===== src/mcbf_pkg.sv =====
// ----------------------------------------------------------------------------
// mcbf_pkg
// Shared types, codes and constants of the Mohr-Coulomb bond failure unit.
// ----------------------------------------------------------------------------
package mcbf_pkg;

  // stress and trig formats
  localparam int STRESS_W = 32;
  localparam int SUM_W    = 33;   // sum of two end stresses
  localparam int CTR_W    = 34;   // centre F = X + Y
  localparam int MAG_W    = 34;   // |X - Y| and 2|Z|
  localparam int SQ_W     = 68;   // one square
  localparam int RAD_W    = 69;   // radicand (sum of squares)
  localparam int ROOT_W   = 36;   // root bits resolved, one per stage
  localparam int REM_W    = 40;   // partial remainder
  localparam int QSH_W    = 2 * ROOT_W;

  // default depth of the queue between front and back
  localparam int QUEUE_DEPTH_DEF = 2;

  // failure cause codes
  localparam logic [1:0] CAUSE_INTACT  = 2'd0;
  localparam logic [1:0] CAUSE_SHEAR   = 2'd1;
  localparam logic [1:0] CAUSE_TENSILE = 2'd2;
  localparam logic [1:0] CAUSE_SKIP    = 2'd3;

  // register indexes
  localparam logic [2:0] REG_COHESION = 3'd0;
  localparam logic [2:0] REG_FRICTION = 3'd1;
  localparam logic [2:0] REG_TENSILE  = 3'd2;
  localparam logic [2:0] REG_SIN      = 3'd3;
  localparam logic [2:0] REG_COS      = 3'd4;

  // item handed from front to back
  typedef struct packed {
    logic                    skip;
    logic                    intact;
    logic signed [CTR_W-1:0] ctr;
    logic [RAD_W-1:0]        rad;
  } mcbf_mid_t;

  // configuration seen by the back end
  typedef struct packed {
    logic [30:0]        cohesion;
    logic [15:0]        friction_coef;
    logic [30:0]        tensile_strength;
    logic signed [15:0] sin_angle;
    logic signed [15:0] cos_angle;
  } mcbf_cfg_t;

endpackage


===== src/mcbf_queue.sv =====
// ----------------------------------------------------------------------------
// mcbf_queue
// Short FIFO between front and back so that each side stalls on its own.
// ----------------------------------------------------------------------------
module mcbf_queue
  import mcbf_pkg::*;
#(
  parameter int DEPTH = QUEUE_DEPTH_DEF
) (
  input  logic      clk,
  input  logic      rst,
  input  logic      push_valid,
  output logic      push_ready,
  input  mcbf_mid_t push_data,
  output logic      pop_valid,
  input  logic      pop_ready,
  output mcbf_mid_t pop_data
);

  localparam int PW = (DEPTH > 1) ? $clog2(DEPTH) : 1;
  localparam int CW = $clog2(DEPTH + 1);

  mcbf_mid_t       mem [DEPTH];
  logic [PW-1:0]   wp, rp;
  logic [CW-1:0]   count;
  logic            wr, rd;

  assign push_ready = count != CW'(DEPTH);
  assign pop_valid  = count != '0;
  assign pop_data   = mem[rp];
  assign wr         = push_valid && push_ready;
  assign rd         = pop_valid && pop_ready;

  always_ff @(posedge clk) begin
    if (rst) begin
      wp    <= '0;
      rp    <= '0;
      count <= '0;
    end else begin
      if (wr) wp <= (wp == PW'(DEPTH - 1)) ? '0 : wp + 1'b1;
      if (rd) rp <= (rp == PW'(DEPTH - 1)) ? '0 : rp + 1'b1;
      count <= count + CW'(wr) - CW'(rd);
    end
  end

  always_ff @(posedge clk) begin
    if (wr) mem[wp] <= push_data;
  end

endmodule


===== config.mk =====
export PLATFORM = sky130hd
export DESIGN_NAME = mcbf_queue
export DESIGN_NICKNAME = d
export VERILOG_FILES = /design/src/mcbf_pkg.sv /design/src/mcbf_queue.sv
export SDC_FILE = /design/constraint.sdc
export NUM_CORES = 1
export LEC_CHECK = 0
export BUFFER_PORTS_ARGS = -buffer_cell sky130_fd_sc_hd__buf_2
export CORE_MARGIN = 3
export CORE_UTILIZATION = 56
export DETAILED_ROUTE_END_ITERATION = 7
export PLACE_DENSITY_LB_ADDON = 0.12
export RECOVER_POWER = 100
export SLEW_MARGIN = 25
export SYNTH_ARGS = -nofsm -noshare
export SYNTH_HDL_FRONTEND = slang
export SYNTH_SLANG_ARGS = --single-unit

===== constraint.sdc =====
create_clock -name clk -period 6.1 [get_ports clk]
set_input_delay 0.61 -clock clk [delete_from_list [all_inputs] [get_ports clk]]
set_output_delay 0.61 -clock clk [all_outputs]
set_load 0.005 [all_outputs]

[Word level (Yosys, flattened, before mapping)]
Memories as Yosys holds them, arrays and structs flattened. A register that Yosys moved wholly into a read port is not among the register bits.
Index checks and enable logic that the tools add are counted.
Cells by class
  $add $sub $neg: 4
  eq/ne operators: 1
  muxes and demuxes: 6
  reduce and logical (&&, ||, !) cells: 3
Operator list (number)
  2-to-1 mux 1 bit: 6
  adder 1 bit (second input constant): 2
  adder 2 x 1 -> 2 bit: 1
  logical AND 1 bit: 2
  inequality test 2 bit (second input constant): 1
  nonzero test 2 bit: 1
  subtractor 2 x 1 -> 2 bit: 1
Word-level totals
  bits in registers: 4
  bits in writable memories: 210
  bits of input ports: 109
  output and inout port bits: 107
  word-level logic and storage cells: 18
  memories kept: 1
Memories
  mem: depth 2, bits a word 105, rd ports 1, clocked after memory_dff 1, write ports 1, line mcbf_queue.sv:23  | mcbf_mid_t mem [DEPTH];

[Logic depth before layout (Yosys ltp)]
  depth in word-level cells: 4
  gate-level depth with buffers: 6
  mapped depth without buffers: 6

[Worst setup path before layout]
Ideal clock, no wire load.
  path kind: reg2reg
  start: register count[0]
  end: memory mem[1][0] in the netlist's numbering (enable)
  library setup time: 476 ps
  arrival: 3092 ps
  required time: 5624 ps
  setup slack: 2531 ps
  stages on the path, launching flop included: 3
  path buffers: 0
  clock period less this slack: 3569 ps
  path through: dfxtp_1 > nand2b_1 > and3_1
Between the ends
  longest elaborated chain between the ends: 4
RTL lines
  from (decl): line mcbf_queue.sv:25  | logic [CW-1:0] count;
  from (signal assigned): line mcbf_queue.sv:42  | count <= count + CW'(wr) - CW'(rd);
  inequality test 2 bit: line mcbf_queue.sv:28  | assign push_ready = count != CW'(DEPTH);
  net push_ready: line mcbf_queue.sv:13  | output logic push_ready,
  logical AND 1 bit: line mcbf_queue.sv:31  | assign wr = push_valid && push_ready;
  2-to-1 mux 1 bit: line mcbf_queue.sv:47  | if (wr) mem[wp] <= push_data;
  2-to-1 mux 1 bit (not written as such): line mcbf_queue.sv:47
  to (decl): line mcbf_queue.sv:23
The timed path passes the listed nets, and every way through them passes these cells.

[Final worst setup path]
  start: register count[0]
  end: memory mem[0][56] in the netlist's numbering (enable)
Between the ends
  longest elaborated chain between the ends: 4
RTL lines (line)
  inequality test 2 bit: mcbf_queue.sv:28
  logical AND 1 bit: mcbf_queue.sv:31
  2-to-1 mux 1 bit: mcbf_queue.sv:47
  2-to-1 mux 1 bit (not written as such): mcbf_queue.sv:47
No other way between the ends.

==> metrics <==
max cap viols 4; Nets slightly below 700; post-synthesis instance area approximately 0.0080 mm2; XOR/XNOR share of the synthesized area less than 1%; slowest stage delay, CP 1.49 ns; num rows 43; Slew Limit Fails ~220; critical path cell sequence nand2b_1, nand3b_1, clkinvlp_2, clkbuf_2; Synth top area share 78.5%; Final Cycle Share between 60 and 70%; Crit path max-delay family buffers and inverters; Static Leakage 3.47 nW; Async S/R FF share, synth 0%; Layout Skew between 0.009 and 0.01 ns; main area contributors after synthesis edfxtp_1, mux2_4, mux2_2; failing checks max-capacitance violations, max-slew violations; VDD IR-drop max around 330 uV; setup TNS 0 ns; H-tree Lvls 1; most common cell in the netlist edfxtp_1; grt ovf 0; post-route ant nets 0; post-synthesis sequential area ratio approximately four fifths; CP bufs+invs 2; Critical Path RT between 5 and 6 ns; Worst Setup EP mem[0][56]$_DFFE_PP_; port bufs roughly 220; Slew Limit Headroom -33.2%; total power roughly 3.7 mW; initial antenna violation count 3; # DRC 0; slowest cell on the critical path clkinvlp_2; RePlAce Congestion about 0.76; CTS Buffer Depth 3; Final Hold Vio Count 0; Clock transition at path regs ~0.06 ns; Die Ht 126 um; Compound-Gate Fraction of Synth Area 0.638%; Vias 4,021; Layout area overhead 20.2%; clock net sink count ~220; Post-Synth Simple-Gate Area less than 1%; cts bufs inserted 21; Peak Freq around 240 MHz; data arrival time of the worst path just over 4 ns; DP Cell Count 742; synthesized net count 466; hold_buf cts 0; unrepaired setup endpoints after global routing no; WL/cell about 19 um; EDFF count, synth 210; Yosys Warn Count 0; CORE AREA around 0.014 mm2; Top FF cell, synth edfxtp_1; Crit path depth 4; IO Pins 216; post-CTS sizing 0; list of most frequent post-synthesis cells edfxtp_1, mux2_2, mux2_4; reg-to-reg setup timing slack 1.92 ns; Initial Util just under 60%; 1st-iter DRT viols between 200 and 300; GR Util All Layers 17.6%; crit path max fanout 64; largest net degree at the start of global routing 65; syn avg cell area 22.6 um2; status finished with violations; Hold/Removal Path Class primary input to flop; share of layout cells above drive strength 1 between 30 and 40%; Synth Register Bits 215; root buffer cell clkbuf_16; Worst Setup End Kind flop; post-synthesis adder-cell area fraction less than 1%; Layout Cells excl Fill between 700 and 800; final setup vio count 0; vias in the first global route just over 4,000; Worst setup startpoint count[0]$_SDFF_PP0_; Unique masters post-synth 24; Critical Path Start Type flop; dpl hpwl 9550 um; clk_lat worst skew between 0.4 and 0.5 ns; placed cell area between 0.009 and 0.01 mm2; final WL about 14,000 um; path depth of the worst reg2reg path 4; Initial DRT Pass Iterations 4; fin area 0.00966 mm2; Reg2Reg Launch Point count[0]$_SDFF_PP0_; worst reg2reg path endpoint mem[0][56]$_DFFE_PP_; Chip Width 126 um; Power Density slightly below 400 mW/mm2; die area 0.0158 mm2; filler cell count about 1,000; wire length of the first global-routing pass around 22,000 um; TritonCTS clock tree built; largest family of logic cells by synthesized area multiplexers; leading area contributor after synthesis edfxtp_1; Gate Count Post-Synth ~360; mux share of post-synthesis cell area between 10% and 20%; critical path class flop to flop; vias per std cell roughly 5.2; Tmin final about 4.2 ns; Slew @ Worst Pin between 1.5 and 2 ns; Post-CTS Setup Bufs 0
-- cells in the final DEF, fill, tap and decap left out, types with 2 or more instances in the layout --
| cell type | Yosys | layout |
|---|---|---|
| buf_2 | 5 | 141 |
| bufinv_16 | 0 | 3 |
| clkbuf_1 | 0 | 77 |
| clkbuf_16 | 0 | 21 |
| clkbuf_2 | 0 | 3 |
| clkinv_1 | 0 | 4 |
| clkinv_2 | 0 | 4 |
| dfxtp_1 | 5 | 4 |
| edfxtp_1 | 210 | 210 |
| mux2_1 | 1 | 48 |
| mux2_2 | 55 | 55 |
| mux2_4 | 50 | 3 |
| nor2_1 | 5 | 5 |
| nor2b_1 | 2 | 2 |
| o21ai_0 | 2 | 2 |
-- area by class of cell --
cell class	instances	area (um2)	area share, %
Antenna cell	1	2.50	0.0259
Clock buffer	25	551	5.70
Clock inverter	11	125	1.29
Inverter	1	5.00	0.0518
Multi-Input combinational cell	128	1350	13.9
Sequential cell	215	6410	66.3
Tap cell	180	225	2.33
Timing Repair Buffer	218	998	10.3
-- worst min-delay path by stage --
stage               cells past startpoint               endpoint            start
detailed placement                      2                   flop  rp$_SDFFE_PP0P_
CTS                                     1  mem[0][101]$_DFFE_PP_   push_data[101]
global route                            1  mem[0][101]$_DFFE_PP_   push_data[101]
floorplan                               2                   flop  rp$_SDFFE_PP0P_
finish                                  1   mem[0][24]$_DFFE_PP_    push_data[24]
global placement                        2        rp$_SDFFE_PP0P_  rp$_SDFFE_PP0P_
-- state kept, by name, indices dropped and copies added, names as in the netlist, named ones only --
signal	flops
count	2
rp	1
mem	210
wp	1
-- layer usage --
metal	up-vias	global-route usage [%]	share of wire, %
li1	1873	-	-
met1	1976	22.1	40
met2	145	29.7	50
met3	21	6.53	9.3
met4	6	3.97	1.3
met5	-	0	0.23
-- where the power goes --
part           switching [mW]  total [mW]  internal (mW)
combinational           0.293       0.602          0.309
clock                   0.489        1.26          0.766
sequential             0.0842        1.89           1.81
total                   0.866        3.75           2.88
-- cells by family after synthesis --
kind of cell               after synthesis
xor gates and xnor gates                 1
AOI/OAI and AO/OA                        7
DFF                                    215
adders and majority gates                1
buffers and inverters                   13
muxes                                  106
and+or+nand+nor                         13
-- per-stage QoR --
step	hold slack, ns	setup slack [ns]	utilization, %
final	0.319	1.92	69.4
after detailed placement	0.498	3.18	66.5
after CTS	0.304	2.66	71.4
after floorplan	0.472	2.53	-
after global placement	0.486	3.16	66.5
after global routing	0.294	1.38	69.3
Note: power is estimated with default switching activity, not from simulation.
